==> config.mk <==
export PLATFORM = sky130hd
export DESIGN_NAME = privileged_instruction_emulator_unit
export DESIGN_NICKNAME = d
export VERILOG_FILES = /design/src/rtl/pie_pkg.sv /design/src/rtl/pie_apb_regs.sv /design/src/rtl/pie_decode.sv /design/src/rtl/privileged_instruction_emulator_unit.sv
export SDC_FILE = /design/constraint.sdc
export NUM_CORES = 1
export LEC_CHECK = 0
export BUFFER_PORTS_ARGS = -buffer_cell sky130_fd_sc_hd__buf_2
export CAP_MARGIN = 20
export CORE_AREA = 8 8 141 143
export CTS_BUF_LIST = sky130_fd_sc_hd__clkbuf_4 sky130_fd_sc_hd__clkbuf_8
export DETAILED_ROUTE_END_ITERATION = 10
export DIE_AREA = 0 0 149 151
export PLACE_DENSITY = 0.84
export SYNTH_ARGS = -nofsm -noshare
export SYNTH_HDL_FRONTEND = slang
export SYNTH_HIERARCHICAL = 1
export SYNTH_SLANG_ARGS = --single-unit
export TNS_END_PERCENT = 100
==> constraint.sdc <==
create_clock -name clk -period 7.2 [get_ports clk]
set_clock_uncertainty 0.1 [all_clocks]
set_input_delay 0.36 -clock clk [delete_from_list [all_inputs] [get_ports clk]]
set_output_delay 0.36 -clock clk [all_outputs]
set_load 0.03 [all_outputs]
==> src/rtl/pie_pkg.sv <==
// Shared types, opcodes and control register codes for the privileged instruction emulator.
`default_nettype none

package pie_pkg;

    // Configuration port geometry
    localparam int unsigned ApbAddrWidth = 3;
    localparam int unsigned ApbDataWidth = 32;

    // Register indexes on the configuration port
    localparam logic [0:0] REG_CPU_MODEL        = 1'b0;
    localparam logic [0:0] REG_EMULATE_OBSOLETE = 1'b1;

    // Reset values of the configuration registers
    localparam logic [5:0] CPU_MODEL_RESET        = 6'd30;
    localparam logic       EMULATE_OBSOLETE_RESET = 1'b1;

    // Opcodes and masks
    localparam logic [15:0] OP_MOVE_SR_MASK = 16'hffc0;
    localparam logic [15:0] OP_MOVE_FROM_SR = 16'h40c0;
    localparam logic [15:0] OP_ANDI_SR      = 16'h027c;
    localparam logic [15:0] OP_EORI_SR      = 16'h0a7c;
    localparam logic [15:0] OP_ORI_SR       = 16'h007c;
    localparam logic [15:0] OP_RESET        = 16'h4e70;
    localparam logic [15:0] OP_STOP         = 16'h4e72;
    localparam logic [15:0] OP_MOVEC_READ   = 16'h4e7a;
    localparam logic [15:0] OP_MOVEC_WRITE  = 16'h4e7b;

    // Status register masks
    localparam logic [15:0] SR_MOVE_MASK = 16'h20ff;
    localparam logic [15:0] SR_ANDI_KEEP = 16'hffe0;
    localparam logic [15:0] SR_CCR_MASK  = 16'h001f;

    // MOVE from SR effective address modes
    localparam logic [2:0] EA_DREG     = 3'd0;
    localparam logic [2:0] EA_AREG     = 3'd1;
    localparam logic [2:0] EA_AIND     = 3'd2;
    localparam logic [2:0] EA_POSTINC  = 3'd3;
    localparam logic [2:0] EA_PREDEC   = 3'd4;
    localparam logic [2:0] EA_DISP     = 3'd5;
    localparam logic [2:0] EA_INDEX    = 3'd6;
    localparam logic [2:0] EA_SPECIAL  = 3'd7;

    // CPU generations used as thresholds
    localparam logic [5:0] CPU_GEN_10 = 6'd10;
    localparam logic [5:0] CPU_GEN_20 = 6'd20;
    localparam logic [5:0] CPU_GEN_30 = 6'd30;
    localparam logic [5:0] CPU_GEN_40 = 6'd40;

    // MOVEC control register codes
    localparam logic [11:0] CTL_SFC   = 12'h000;
    localparam logic [11:0] CTL_DFC   = 12'h001;
    localparam logic [11:0] CTL_CACR  = 12'h002;
    localparam logic [11:0] CTL_TC    = 12'h003;
    localparam logic [11:0] CTL_DTT1  = 12'h007;
    localparam logic [11:0] CTL_USP   = 12'h800;
    localparam logic [11:0] CTL_VBR   = 12'h801;
    localparam logic [11:0] CTL_CAAR  = 12'h802;
    localparam logic [11:0] CTL_MSP   = 12'h803;
    localparam logic [11:0] CTL_ISP   = 12'h804;
    localparam logic [11:0] CTL_MMUSR = 12'h805;
    localparam logic [11:0] CTL_SRP   = 12'h807;

    // STOP: an immediate that keeps S set (trace bits clear) with an IPL above this kills
    localparam logic [2:0] STOP_IPL_LIMIT = 3'd5;

    // What a MOVEC read returns
    typedef enum logic [1:0] {
        MOVEC_NONE = 2'd0,
        MOVEC_ZERO = 2'd1,
        MOVEC_USP  = 2'd2
    } pie_movec_kind_t;

    // Configuration as seen by the decoder
    typedef struct packed {
        logic [5:0] cpu_model;
        logic       emulate_obsolete;
    } pie_cfg_t;

    // One trapped instruction word
    typedef struct packed {
        logic [15:0] opcode;
        logic [15:0] ext_word;
        logic [15:0] status_reg;
        logic [31:0] reg_value;
        logic [31:0] usp_value;
        logic        pretend_super;
    } pie_item_t;

    // One verdict word
    typedef struct packed {
        logic        resume;
        logic [1:0]  pc_advance;
        logic [15:0] new_status;
        logic        reg_write_en;
        logic        reg_write_addr;
        logic [2:0]  reg_write_index;
        logic [31:0] reg_write_value;
        logic        pretend_super_next;
    } pie_result_t;

endpackage

`default_nettype wire

==> src/rtl/pie_apb_regs.sv <==
// Configuration registers behind the APB-style port.
`default_nettype none

module pie_apb_regs (
    input  wire logic                                 clk,
    input  wire logic                                 rst_n,
    input  wire logic                                 psel,
    input  wire logic                                 penable,
    input  wire logic                                 pwrite,
    input  wire logic [pie_pkg::ApbAddrWidth-1:0]     paddr,
    input  wire logic [pie_pkg::ApbDataWidth-1:0]     pwdata,
    output logic      [pie_pkg::ApbDataWidth-1:0]     prdata,
    output logic                                      pready,
    output pie_pkg::pie_cfg_t                         cfg
);
    import pie_pkg::*;

    logic [5:0]  cpu_model_reg;
    logic        emulate_obsolete_reg;
    logic        wr_en;
    logic [0:0]  reg_sel;

    assign pready  = 1'b1;
    assign reg_sel = paddr[2:2];
    assign wr_en   = psel && penable && pwrite && pready;

    // Write the selected register on the access cycle
    always_ff @(posedge clk or negedge rst_n)
    begin
        if (!rst_n)
        begin
            cpu_model_reg        <= CPU_MODEL_RESET;
            emulate_obsolete_reg <= EMULATE_OBSOLETE_RESET;
        end
        else if (wr_en)
        begin
            case (reg_sel)
                REG_CPU_MODEL:        cpu_model_reg        <= pwdata[5:0];
                REG_EMULATE_OBSOLETE: emulate_obsolete_reg <= pwdata[0];
                default:              cpu_model_reg        <= cpu_model_reg;
            endcase
        end
    end

    // Read back
    always_comb
    begin
        case (reg_sel)
            REG_CPU_MODEL:        prdata = {{(ApbDataWidth-6){1'b0}}, cpu_model_reg};
            REG_EMULATE_OBSOLETE: prdata = {{(ApbDataWidth-1){1'b0}}, emulate_obsolete_reg};
            default:              prdata = '0;
        endcase
    end

    assign cfg.cpu_model        = cpu_model_reg;
    assign cfg.emulate_obsolete = emulate_obsolete_reg;

endmodule

`default_nettype wire

==> src/rtl/pie_decode.sv <==
// Decode of one trapped instruction into its verdict.
`default_nettype none

module pie_decode (
    input  pie_pkg::pie_cfg_t    cfg,
    input  pie_pkg::pie_item_t   item,
    output pie_pkg::pie_result_t result
);
    import pie_pkg::*;

    // Classify a MOVEC read by CPU generation and control code
    function automatic pie_movec_kind_t movec_kind(input logic [5:0] m,
                                                   input logic [11:0] ctl);
        pie_movec_kind_t k;
        k = MOVEC_NONE;
        if (m >= CPU_GEN_40)
        begin
            if ((ctl >= CTL_TC && ctl <= CTL_DTT1) ||
                (ctl >= CTL_MMUSR && ctl <= CTL_SRP))
                k = MOVEC_ZERO;
        end
        if (m >= CPU_GEN_20)
        begin
            if (ctl == CTL_CACR)
                k = MOVEC_ZERO;
            else if (ctl == CTL_CAAR)
                k = (m == CPU_GEN_20 || m == CPU_GEN_30) ? MOVEC_ZERO : MOVEC_NONE;
            else if (ctl == CTL_MSP || ctl == CTL_ISP)
                k = MOVEC_USP;
        end
        if (m >= CPU_GEN_10)
        begin
            if (ctl == CTL_SFC || ctl == CTL_DFC || ctl == CTL_VBR)
                k = MOVEC_ZERO;
            else if (ctl == CTL_USP)
                k = MOVEC_USP;
        end
        return k;
    endfunction

    logic [2:0]      ea_mode;
    logic [2:0]      ea_reg;
    logic            is_move_sr;
    logic            stop_kill;
    pie_movec_kind_t mkind;

    assign ea_mode    = item.opcode[5:3];
    assign ea_reg     = item.opcode[2:0];
    assign is_move_sr = cfg.emulate_obsolete &&
                        ((item.opcode & OP_MOVE_SR_MASK) == OP_MOVE_FROM_SR);
    assign stop_kill  = (item.ext_word[15:13] == 3'b001) &&
                        (item.ext_word[10:8] > STOP_IPL_LIMIT);
    assign mkind      = movec_kind(cfg.cpu_model, item.ext_word[11:0]);

    // Pick the verdict; default is a privilege violation
    always_comb
    begin
        result                    = '0;
        result.new_status         = item.status_reg;
        result.pretend_super_next = item.pretend_super;

        if (is_move_sr)
        begin
            case (ea_mode)
                EA_DREG:
                begin
                    result.resume          = 1'b1;
                    result.pc_advance      = 2'd1;
                    result.reg_write_en    = 1'b1;
                    result.reg_write_index = ea_reg;
                    result.reg_write_value = {item.reg_value[31:16],
                                              item.status_reg & SR_MOVE_MASK};
                end
                EA_AIND:
                begin
                    result.resume     = 1'b1;
                    result.pc_advance = 2'd1;
                end
                EA_POSTINC:
                begin
                    result.resume          = 1'b1;
                    result.pc_advance      = 2'd1;
                    result.reg_write_en    = 1'b1;
                    result.reg_write_addr  = 1'b1;
                    result.reg_write_index = ea_reg;
                    result.reg_write_value = item.reg_value + 32'd2;
                end
                EA_PREDEC:
                begin
                    result.resume          = 1'b1;
                    result.pc_advance      = 2'd1;
                    result.reg_write_en    = 1'b1;
                    result.reg_write_addr  = 1'b1;
                    result.reg_write_index = ea_reg;
                    result.reg_write_value = item.reg_value - 32'd2;
                end
                EA_DISP:
                begin
                    result.resume     = 1'b1;
                    result.pc_advance = 2'd2;
                end
                EA_SPECIAL:
                begin
                    result.resume     = 1'b1;
                    result.pc_advance = (ea_reg == 3'd0) ? 2'd2 : 2'd3;
                end
                default:
                begin
                    result.resume = 1'b0;
                end
            endcase
        end
        else if (item.pretend_super)
        begin
            case (item.opcode)
                OP_ANDI_SR:
                begin
                    result.resume     = 1'b1;
                    result.pc_advance = 2'd2;
                    result.new_status = item.status_reg & (item.ext_word | SR_ANDI_KEEP);
                    result.pretend_super_next = item.ext_word[13] ? item.pretend_super
                                                                  : 1'b0;
                end
                OP_EORI_SR:
                begin
                    result.resume     = 1'b1;
                    result.pc_advance = 2'd2;
                    result.new_status = item.status_reg ^ (item.ext_word & SR_CCR_MASK);
                    result.pretend_super_next = item.ext_word[13] ? 1'b0
                                                                  : item.pretend_super;
                end
                OP_ORI_SR:
                begin
                    result.resume     = 1'b1;
                    result.pc_advance = 2'd2;
                    result.new_status = item.status_reg | (item.ext_word & SR_CCR_MASK);
                end
                OP_RESET:
                begin
                    result.resume     = 1'b1;
                    result.pc_advance = 2'd1;
                end
                OP_STOP:
                begin
                    result.resume     = !stop_kill;
                    result.pc_advance = stop_kill ? 2'd0 : 2'd2;
                end
                OP_MOVEC_READ:
                begin
                    if (cfg.cpu_model != 6'd0 && mkind != MOVEC_NONE)
                    begin
                        result.resume          = 1'b1;
                        result.pc_advance      = 2'd2;
                        result.reg_write_en    = 1'b1;
                        result.reg_write_addr  = item.ext_word[15];
                        result.reg_write_index = item.ext_word[14:12];
                        result.reg_write_value = (mkind == MOVEC_USP) ? item.usp_value
                                                                      : 32'd0;
                    end
                end
                OP_MOVEC_WRITE:
                begin
                    if (cfg.cpu_model != 6'd0)
                    begin
                        result.resume     = 1'b1;
                        result.pc_advance = 2'd2;
                    end
                end
                default:
                begin
                    result.resume = 1'b0;
                end
            endcase
        end
    end

endmodule

`default_nettype wire

==> src/rtl/privileged_instruction_emulator_unit.sv <==
// Top level: input register, instruction decode, result register and config port.
// A word goes from the input register through the decode into the result register.
// Throughput: one word per cycle while out_stall is low.
// A stall on the output holds the result register and backs up into the input register.
// Reset clears both valid flags and sets cpu_model to 30 and emulate_obsolete to 1.
`default_nettype none

module privileged_instruction_emulator_unit (
    input  wire logic                                 clk,
    input  wire logic                                 rst_n,
    // Configuration port
    input  wire logic                                 psel,
    input  wire logic                                 penable,
    input  wire logic                                 pwrite,
    input  wire logic [pie_pkg::ApbAddrWidth-1:0]     paddr,
    input  wire logic [pie_pkg::ApbDataWidth-1:0]     pwdata,
    output logic      [pie_pkg::ApbDataWidth-1:0]     prdata,
    output logic                                      pready,
    // Input channel
    input  wire logic                                 in_valid,
    output logic                                      in_stall,
    input  wire logic [15:0]                          opcode,
    input  wire logic [15:0]                          ext_word,
    input  wire logic [15:0]                          status_reg,
    input  wire logic [31:0]                          reg_value,
    input  wire logic [31:0]                          usp_value,
    input  wire logic                                 pretend_super,
    // Output channel
    output logic                                      out_valid,
    input  wire logic                                 out_stall,
    output logic                                      resume,
    output logic      [1:0]                           pc_advance,
    output logic      [15:0]                          new_status,
    output logic                                      reg_write_en,
    output logic                                      reg_write_addr,
    output logic      [2:0]                           reg_write_index,
    output logic      [31:0]                          reg_write_value,
    output logic                                      pretend_super_next
);
    import pie_pkg::*;

    pie_cfg_t    cfg;
    pie_item_t   item_reg;
    pie_item_t   item_next;
    logic        item_valid_reg;
    logic        item_valid_next;
    pie_result_t dec_result;
    pie_result_t result_reg;
    logic        result_valid_reg;
    logic        result_valid_next;
    logic        result_load;
    logic        item_load;

    pie_apb_regs u_regs (
        .clk     (clk),
        .rst_n   (rst_n),
        .psel    (psel),
        .penable (penable),
        .pwrite  (pwrite),
        .paddr   (paddr),
        .pwdata  (pwdata),
        .prdata  (prdata),
        .pready  (pready),
        .cfg     (cfg)
    );

    pie_decode u_decode (
        .cfg    (cfg),
        .item   (item_reg),
        .result (dec_result)
    );

    // Handshake: advance the result stage when empty or taken
    assign result_load = !result_valid_reg || !out_stall;
    assign in_stall    = item_valid_reg && !result_load;
    assign item_load   = in_valid && !in_stall;

    assign item_next.opcode        = opcode;
    assign item_next.ext_word      = ext_word;
    assign item_next.status_reg    = status_reg;
    assign item_next.reg_value     = reg_value;
    assign item_next.usp_value     = usp_value;
    assign item_next.pretend_super = pretend_super;

    always_comb
    begin
        item_valid_next = item_valid_reg;
        if (!in_stall)
            item_valid_next = in_valid;
        result_valid_next = result_valid_reg;
        if (result_load)
            result_valid_next = item_valid_reg;
    end

    // Valid flags
    always_ff @(posedge clk or negedge rst_n)
    begin
        if (!rst_n)
        begin
            item_valid_reg   <= 1'b0;
            result_valid_reg <= 1'b0;
        end
        else
        begin
            item_valid_reg   <= item_valid_next;
            result_valid_reg <= result_valid_next;
        end
    end

    // Payload registers
    always_ff @(posedge clk)
    begin
        if (item_load)
            item_reg <= item_next;
        if (result_load && item_valid_reg)
            result_reg <= dec_result;
    end

    assign out_valid          = result_valid_reg;
    assign resume             = result_reg.resume;
    assign pc_advance         = result_reg.pc_advance;
    assign new_status         = result_reg.new_status;
    assign reg_write_en       = result_reg.reg_write_en;
    assign reg_write_addr     = result_reg.reg_write_addr;
    assign reg_write_index    = result_reg.reg_write_index;
    assign reg_write_value    = result_reg.reg_write_value;
    assign pretend_super_next = result_reg.pretend_super_next;

    // A stall at the input only arises with a word waiting in the input register
    a_stall_has_word: assert property (@(posedge clk) disable iff (!rst_n)
        in_stall |-> item_valid_reg)
        else $error("input stalled with empty input register");

    // A word that moves forward reaches the result register
    a_word_advances: assert property (@(posedge clk) disable iff (!rst_n)
        (item_valid_reg && result_load) |=> result_valid_reg)
        else $error("word lost between input and result registers");

    // A fault never writes a register nor advances the PC
    a_fault_quiet: assert property (@(posedge clk) disable iff (!rst_n)
        (out_valid && !resume) |-> (!reg_write_en && pc_advance == 2'd0))
        else $error("fault verdict with side effects");

    // Register-write fields are zero when no write is made
    a_no_write_zero: assert property (@(posedge clk) disable iff (!rst_n)
        (out_valid && !reg_write_en) |->
            (!reg_write_addr && reg_write_index == 3'd0 && reg_write_value == 32'd0))
        else $error("register-write fields set without a write");

endmodule

`default_nettype wire

# == After elaboration in Yosys (flattened, before gate mapping) ==
# Cells that the tools add are included.
# totals
out_inout_bits,92
input_bits,155
reg_bits,179
# classes
n_bitwise,4
mux,34
eq_ne,24
add_sub_neg,2
n_lt_le_gt_ge,8
n_reduce_logical,34
# ops
op,n
$mux W37,3
$pmux W35 S3,1
$eq A16 B15 Y1 const B,4
$pmux W32 S2,1
$eq A12 B12 Y1 const B,5
$mux W57,1
$pmux W16 S3,1
$add A32 B2 Y32 const B,1
$mux W32,1
$sub A32 B2 Y32 const B,1
$and A16 B16 Y16,1
$eq A16 B10 Y1 const B,1
$eq A16 B12 Y1 const B,1
$eq A16 B7 Y1 const B,1
$mux W16,1
$mux W2,8
$or A16 B5 Y16,1
$xor A16 B5 Y16,1
$eq A12 B1 Y1 const B,1
$eq A12 B2 Y1 const B,1
$eq A6 B5 Y1 const B,2
$ge A12 B12 Y1 const B,1
$ge A12 B2 Y1 const B,1
$le A12 B12 Y1 const B,1
other kinds (29),65

# == Logic depth before layout (Yosys ltp) ==
# Gate-level depths: netlist of run 1.
# depth
depth_word,18
depth_mapped,14
ltp_nobuf,12

# == Hierarchy ==
# The synthesis of run 1 kept the hierarchy.
# by_module_without_submodules
mod,cells_per_inst,area_per_inst_um2,n_inst
privileged_instruction_emulator_unit,178,5197.5,1
pie_decode,428,2920.3,1
pie_apb_regs,52,563.0,1

# == Worst setup path before layout of run 1 ==
# OpenSTA, ideal clock, no wires.
# synth_timing
path_type,register -> register
startpoint,register result_valid_reg (netlist: out_valid)
endpoint,register result_reg (netlist bit new_status[0]) (enable)
stages_incl_launch_ff,2
slack_ps,1816
period_less_slack_ps,5384
n_path_buf,0
arrival_time_ps,4725
path_cell_list,dfrtp_1 -> a21boi_0
# synth_via
elab_chain_len,3
# synth_lines
item,line_no,rtl
from (decl),privileged_instruction_emulator_unit.sv:49,logic result_valid_reg;
from (signal assigned),privileged_instruction_emulator_unit.sv:106,result_valid_reg <= result_valid_next;
$logic_not A1 Y1,privileged_instruction_emulator_unit.sv:74,assign result_load = !result_valid_reg || !out_stall;
$logic_or A1 B1 Y1,privileged_instruction_emulator_unit.sv:74,
$logic_and A1 B1 Y1,privileged_instruction_emulator_unit.sv:115,if (result_load && item_valid_reg)
to (signal assigned),privileged_instruction_emulator_unit.sv:116,result_reg <= dec_result;
to (decl),privileged_instruction_emulator_unit.sv:48,pie_result_t result_reg;
# No other way between the ends.
# A chain may end at the register's enable or synchronous reset.

==> out/results.ini, run 1 <==
[global_route]
antenna_found_initial=1
grt_pass1_wl_microns=36580
grt_use_total=0.2115
grt_max_degree=71
grt_overflow=0
grt_pass1_vias=6884

[layout]
largest_reg_flops=113
area_delta_synth_final_pct=29.32
drive_gt1_frac=0.2680
fillers=1251
finalNetCount=1153
final_area_sq_um=11230
final_util=0.6358
fin_cells=1201

[worst_setup_path]
r2r_setup_slack_ns=2.61
cp_max_fo=23
cpLargestDelayFamily=compound AO/OA/AOI/OAI gates
crit_chain=nor2_1, nand2_1, inv_1, buf_4, ha_1, a211oi_1, o21bai_1, a211oi_1, nor4b_1, o31ai_1, o2111ai_1, mux2i_1, o21ai_1
critPathCaptureType=flop
crit_type=flop to flop
critPathSlowestCell=edfxtp_1
slowest_delay_ns=0.55
path_common_cell=a211oi_1
cp_num_buf_inv=2
worstPathRequired_ns=7.28
cp-start-kind=flop
worstPathArrival_ns=4.66

[clock_tree]
cts_sinks=179
ctsHtreeMaxLevel=4
clk_latency_ns=0.45
cts_setup_buffers=0
clockBufferDepth=2
cts_inserted_buffers=17
clk_pin_slew_ns=0.09
clockRootBuffer=clkbuf_8
cts_tree=built

[synthesis]
synth_area_sq_um=8681
async_reset_ff_frac=0.05028
yosysSeqAreaShare=0.6147
ys.flop_type=edfxtp_1
ys_ff_latch=179
yosys.area.top_type=edfxtp_1
yosys-top-cells-area=edfxtp_1, ha_1, buf_4
syn_area_per_cell_sq_um=13.19
synth_cell_type_count=69
synth_top_area_frac=0.5881
syn_inst=658
yosysWarnings=6
synth_edf_count=170

[timing]
finalSetupViolCount=0
fin_crit_sh=0.6373
hold_violations=0
layout_setup_ws_ns=2.612
fmax_mhz=217.9
drv_slew=0
period_minus_slack_ns=4.588
slew_headroom=0.3363
rsz0062_at_grt=no
tightest_slew_ns=0.9955
fin_setup_tns_ns=0

[placement]
placed_cell_area_sq_um=9693
place_hpwl_microns=14980
port_buffers=191
dp_slack_ns=2.728
dp.cells=1053
routabilityCongestion=0.8634

[route]
drc_errors=0
vias=6589
antenna_left=0
wire_per_inst_microns=20.01
viasPerCell=5.486
drt_first_pass_iters=7
drt_iter0_drc=604
drt_wl_total_microns=24040

[run]
maxCapViolations=0

[die]
start_util=0.4916
pin_count=247
fp.dieH_microns=151
die_w_microns=149
row_count=49
die_area_sq_um=22500
fp.coreArea_sq_um=17660

[power]
ir_drop_uv=121.0
power_density_nw_per_um2=209.1
p_leak_uw=0.004698

[worst_hold_path]
hold_path.class=input pin to flop

[run_status]
status=completed

==> cell type report <==
type                    count  area, sq um  area share
diodes                      2        5.005   0.0004458
clock buffers              18        241.5     0.02151
clock inverters            13        135.1     0.01204
inverters                  25        93.84    0.008359
multi-input cells         424         2983      0.2657
flip-flops and latches    179         5336      0.4754
well taps                 229        286.5     0.02552
repair buffers            311         2145      0.1910
==> worst reg2reg max path: stages (launching register included) <==
cell	delay (ns)
edfxtp_1	0.55
nor2_1	0.23
nand2_1	0.14
inv_1	0.34
buf_4	0.38
ha_1	0.38
a211oi_1	0.33
o21bai_1	0.23
a211oi_1	0.52
nor4b_1	0.17
o31ai_1	0.48
o2111ai_1	0.21
mux2i_1	0.18
o21ai_1	0.07
==> kinds of logic (layout without fill, tap and decap cells) <==
kind of cell	after synthesis	in the layout	share of synthesized area
AOI/OAI and AO/OA	169	169	0.1333
DFF	179	179	0.6147
buffers and inverters	80	367	0.05520
and+or+nand+nor	148	148	0.09311
adders and majority gates	40	40	0.05852
xor gates and xnor gates	23	23	0.02321
muxes	17	17	0.02104
other	2	29	0.0008651
==> final timing paths <==
check	start	end	cells past startpoint
setup / recovery	item_reg[100]$_DFFE_PP_	reg_write_value[31]$_DFFE_PP_	13
hold / removal	pwdata[3]	u_regs/cpu_model_reg[3]$_DFFE_PN1P_	2
max in group asynchronous	rst_n	u_regs/cpu_model_reg[2]$_DFFE_PN1P_	2
hold reg to reg	item_reg[76]$_DFFE_PP_	new_status[11]$_DFFE_PP_	0
min in group asynchronous	rst_n	item_valid_reg$_DFFE_PN0N_	2
setup reg to reg	item_reg[100]$_DFFE_PP_	reg_write_value[31]$_DFFE_PP_	13
==> metal layers <==
layer | up-vias | GRT usage | part of all wire
met5 | - | 0 | 0
met4 | 0 | 0.08935 | 0.032
met3 | 56 | 0.05707 | 0.080
met2 | 336 | 0.3679 | 0.51
met1 | 3137 | 0.2423 | 0.38
li1 | 3060 | - | -
==> cells in the mapped netlist, types with 5 or more instances <==
library cell / count
edfxtp_1: 170
and2_1: 5
a21boi_0: 5
a21oi_1: 29
dfstp_2: 5
nand2b_1: 9
xnor2_1: 11
clkbuf_1: 9
o31ai_1: 7
o21ai_1: 5
nand4_1: 7
a22oi_1: 12
o21ai_0: 37
mux2i_1: 7
inv_1: 25
nand2_1: 48
a211oi_1: 5
o21a_1: 5
nor3_1: 5
a222oi_1: 9
ha_1: 39
a21o_1: 15
nor2_1: 27
buf_4: 41
o22a_1: 6
nand3_1: 8
xor2_1: 12
mux2_2: 10
and2b_2: 5
==> where the power goes <==
group / internal (uW) / leakage, uW / switching, uW
Clock: 310 / 0.000186 / 364
Combinational: 161 / 0.00277 / 235
Sequential: 1230 / 0.00175 / 47.5
Total: 1700 / 0.00470 / 647
==> stage by stage <==
| stage | total power [uW] | hold slack [ns] |
|---|---|---|
| 2_1_floorplan | 1539 | -0.03559 |
| 5_1_grt | 2434 | 0.02004 |
| 3_3_place_gp | 1620 | 0.1174 |
| 3_5_place_dp | 1633 | 0.1245 |
| 6_report | 2348 | 0.04944 |
| 4_1_cts | 2341 | 0.01227 |
==> layout by cell type (no fill, tap or decap), types with 6 or more instances in the layout <==
cell	synthesis	routed
inv_1	25	25
a22oi_1	12	12
dlygate4sd3_1	0	115
mux2_2	10	10
ha_1	39	39
o22a_1	6	6
nand2b_1	9	9
nor2_1	27	27
mux2i_1	7	7
conb_1	2	27
clkbuf_8	0	17
o21ai_0	37	37
buf_2	2	191
nand3_1	8	8
a21o_1	15	15
xnor2_1	11	11
o31ai_1	7	7
a21oi_1	29	28
nand4_1	7	7
xor2_1	12	12
nand2_1	48	48
edfxtp_1	170	170
a222oi_1	9	9
==> repair_timing <==
item	in CTS	in global routing
hold buffers	115	0
endpoints found under the hold margin	123	0
gates resized for setup	0	0
Power figures use the tool's default switching activity.
==> inputs of run 2 (changes only) <==
--- a/config.mk
+++ b/config.mk
@@ -7,11 +7,11 @@
 export LEC_CHECK = 0
 export BUFFER_PORTS_ARGS = -buffer_cell sky130_fd_sc_hd__buf_2
 export CAP_MARGIN = 20
-export CORE_AREA = 8 8 141 143
+export CORE_AREA = 8 8 143 145
 export CTS_BUF_LIST = sky130_fd_sc_hd__clkbuf_4 sky130_fd_sc_hd__clkbuf_8
 export DETAILED_ROUTE_END_ITERATION = 10
-export DIE_AREA = 0 0 149 151
-export PLACE_DENSITY = 0.84
+export DIE_AREA = 0 0 151 153
+export PLACE_DENSITY = 0.85
 export SYNTH_ARGS = -nofsm -noshare
 export SYNTH_HDL_FRONTEND = slang
 export SYNTH_HIERARCHICAL = 1
==> constraint.sdc (replaced) <==
create_clock -name clk -period 4.1 [get_ports clk]
set_clock_uncertainty 0.1 [all_clocks]
set_input_delay 0.205 -clock clk [delete_from_list [all_inputs] [get_ports clk]]
set_output_delay 0.205 -clock clk [all_outputs]
set_load 0.03 [all_outputs]
==> run 2 against run 1 <==
Non-clock buffer count is 15 higher. Power rose by 77%. Die area increased by 2.7%. Clock-buffer cell count down 1. Register-to-register slack lost 2.4 ns. Cell count grew 1.7%. Largest cell class unchanged.
==> out/results.ini, run 2 (synthesis gave the netlist of run 1 again) <==
[run_status]
status=completed  ; unchanged

[layout]
final_cell_mix=buf_2, edfxtp_1, dlygate4sd3_1, nand2_1, ha_1  ; unchanged
final_area_sq_um=11400  ; was 11,230 sq um
drive_gt1_frac=0.2759  ; was 0.2680
area_delta_synth_final_pct=31.36  ; was 29.32%
fillers=1360  ; was 1,251
largest_reg_flops=113  ; unchanged
layout_commonest_cell=buf_2  ; unchanged
finalNetCount=1168  ; was 1,153

[clock_tree]
ctsHtreeMaxLevel=4  ; unchanged
clk_latency_ns=0.47  ; was 0.45 ns
clockRootBuffer=clkbuf_8  ; unchanged
clk_pin_slew_ns=0.11  ; was 0.09 ns
clockBufferDepth=2  ; unchanged
cts_tree=built  ; unchanged
cts_inserted_buffers=17  ; unchanged
cts_sinks=179  ; unchanged
cts_setup_buffers=0  ; unchanged

[global_route]
grt_pass1_vias=6820  ; was 6,884
grt_use_total=0.2018  ; was 0.2115
antenna_found_initial=2  ; was 1
groute.layer.met2.usage=0.3454  ; was 0.3679
grt_busiest_layer=met2  ; unchanged
grt_max_degree=58  ; was 71
grt_pass1_wl_microns=36310  ; was 36,580 microns
gr-usage-met1=0.2392  ; was 0.2423
use_met3=0.04901  ; was 0.05707
grt_overflow=0  ; unchanged

[route]
drt_first_pass_iters=8  ; was 7
drt_iter0_drc=705  ; was 604
drt_wl_total_microns=23520  ; was 24,040 microns
drc_errors=0  ; unchanged
antenna_left=0  ; unchanged
viasPerCell=5.434  ; was 5.486
wire_per_inst_microns=19.26  ; was 20.01 microns
vias=6635  ; was 6,589

[die]
start_util=0.4752  ; was 0.4916
fp.coreArea_sq_um=18270  ; was 17,660 sq um
fp.dieH_microns=153  ; was 151 microns
pin_count=247  ; unchanged
die_area_sq_um=23100  ; was 22,500 sq um
die_w_microns=151  ; was 149 microns
row_count=50  ; was 49

[timing]
finalSetupViolCount=0  ; unchanged
fin_setup_tns_ns=0  ; unchanged
whs_ns=0.02953  ; was 0.04944 ns
slew_headroom=0.4363  ; was 0.3363
rsz0062_at_grt=no  ; unchanged
fin_crit_sh=0.9388  ; was 0.6373
tightest_slew_ns=0.8456  ; was 0.9955 ns
fmax_mhz=259.8  ; was 217.9 MHz
hold_violations=0  ; unchanged
layout_setup_ws_ns=0.2511  ; was 2.612 ns
period_minus_slack_ns=3.849  ; was 4.588 ns
drv_slew=0  ; unchanged

[worst_setup_path]
cp_max_fo=23  ; unchanged
worstPathArrival_ns=3.96  ; was 4.66 ns
critPathCaptureType=flop  ; unchanged
crit_type=flop to flop  ; unchanged
cp-start-kind=flop  ; unchanged
worstPathRequired_ns=4.21  ; was 7.28 ns

[placement]
port_buffers=191  ; unchanged
dp_slack_ns=0.2575  ; was 2.728 ns
routabilityCongestion=0.8665  ; was 0.8634
place_hpwl_microns=15070  ; was 14,980 microns
placed_cell_area_sq_um=9764  ; was 9693 sq um

[power]
power_density_nw_per_um2=364.2  ; was 209.1 nW/um^2
ir_drop_uv=245.9  ; was 121.0 uV
power.total_uw=4153  ; was 2348 uW
p_leak_uw=0.004781  ; was 0.004698 uW

[worst_hold_path]
hold_path.class=input pin to asynchronous set/reset pin  ; was input pin to flop

[run]
maxCapViolations=0  ; unchanged

-- run 2: cell count changes in the layout (fill, tap and decap cells not counted), sizes merged --
cell,delta
dlygate4sd3,+8
buf,+7
inv,+6
bufinv,-2
clkinv,-2
clkbuf,-1
diode,-1
-- run 2: layer usage --
| metal | wire length (microns) | up-vias |
|---|---|---|
| met3 | 1998 | 43 |
| li1 | - | 3086 |
| met2 | 12030 | 377 |
| met1 | 8914 | 3127 |
| met5 | 8 | - |
| met4 | 562 | 2 |
-- run 2: final cells by class --
type / count / area [sq um] / area share
Antenna cell: 1 / 2.502 / 0.0002194
Clock buffer: 17 / 234.0 / 0.02052
Clock inverter: 15 / 166.4 / 0.01459
Inverter: 25 / 93.84 / 0.008229
Multi-Input combinational cell: 424 / 2988 / 0.2620
Sequential cell: 179 / 5336 / 0.4680
Tap cell: 234 / 292.8 / 0.02567
Timing Repair Buffer: 326 / 2290 / 0.2008
-- run 2: report_power, final --
part / leakage [uW] / switching [uW] / internal, uW
clock network: 0.000197 / 739 / 464
registers: 0.00175 / 78.5 / 2160
logic: 0.00284 / 421 / 293
total: 0.00478 / 1240 / 2920
-- run 2: worst max-delay path, stage by stage, from the launching register on --
cell	delay, ns
edfxtp_1	0.48
nor2_1	0.21
nand2_1	0.13
inv_1	0.11
buf_12	0.18
buf_4	0.20
ha_1	0.22
o21ai_0	0.15
o21ai_0	0.31
a211oi_2	0.12
nor4b_1	0.61
o31ai_1	0.22
o2111ai_1	0.26
mux2i_1	0.22
o21ai_1	0.07
-- run 2: worst paths after layout --
path	from	endpoint	slack, ns	cells past startpoint
max	item_reg[101]$_DFFE_PP_	reg_write_value[31]$_DFFE_PP_	0.25	14
max reg2reg	item_reg[101]$_DFFE_PP_	reg_write_value[31]$_DFFE_PP_	0.25	14
min reg2reg	item_reg[77]$_DFFE_PP_	new_status[12]$_DFFE_PP_	0.33	0
min in group clk	pwrite	u_regs/emulate_obsolete_reg$_DFFE_PN1P_	0.04	3
max in group asynchronous	rst_n	u_regs/emulate_obsolete_reg$_DFFE_PN1P_	3.61	2
min	rst_n	out_valid$_DFFE_PN0P_	0.03	2
-- run 2: repair_timing --
action,CTS,global route
hold endpoints to repair,131,0
hold buffers,123,0
gates resized for setup,0,1
endpoints found under the setup margin,0,3
-- run 2: per-stage QoR --
stage               cells  utilization
floorplan             683            -
global placement     1065       0.5345
detailed placement   1065       0.5345
CTS                  1220       0.6238
global route         1221       0.6242
finish               1221       0.6242
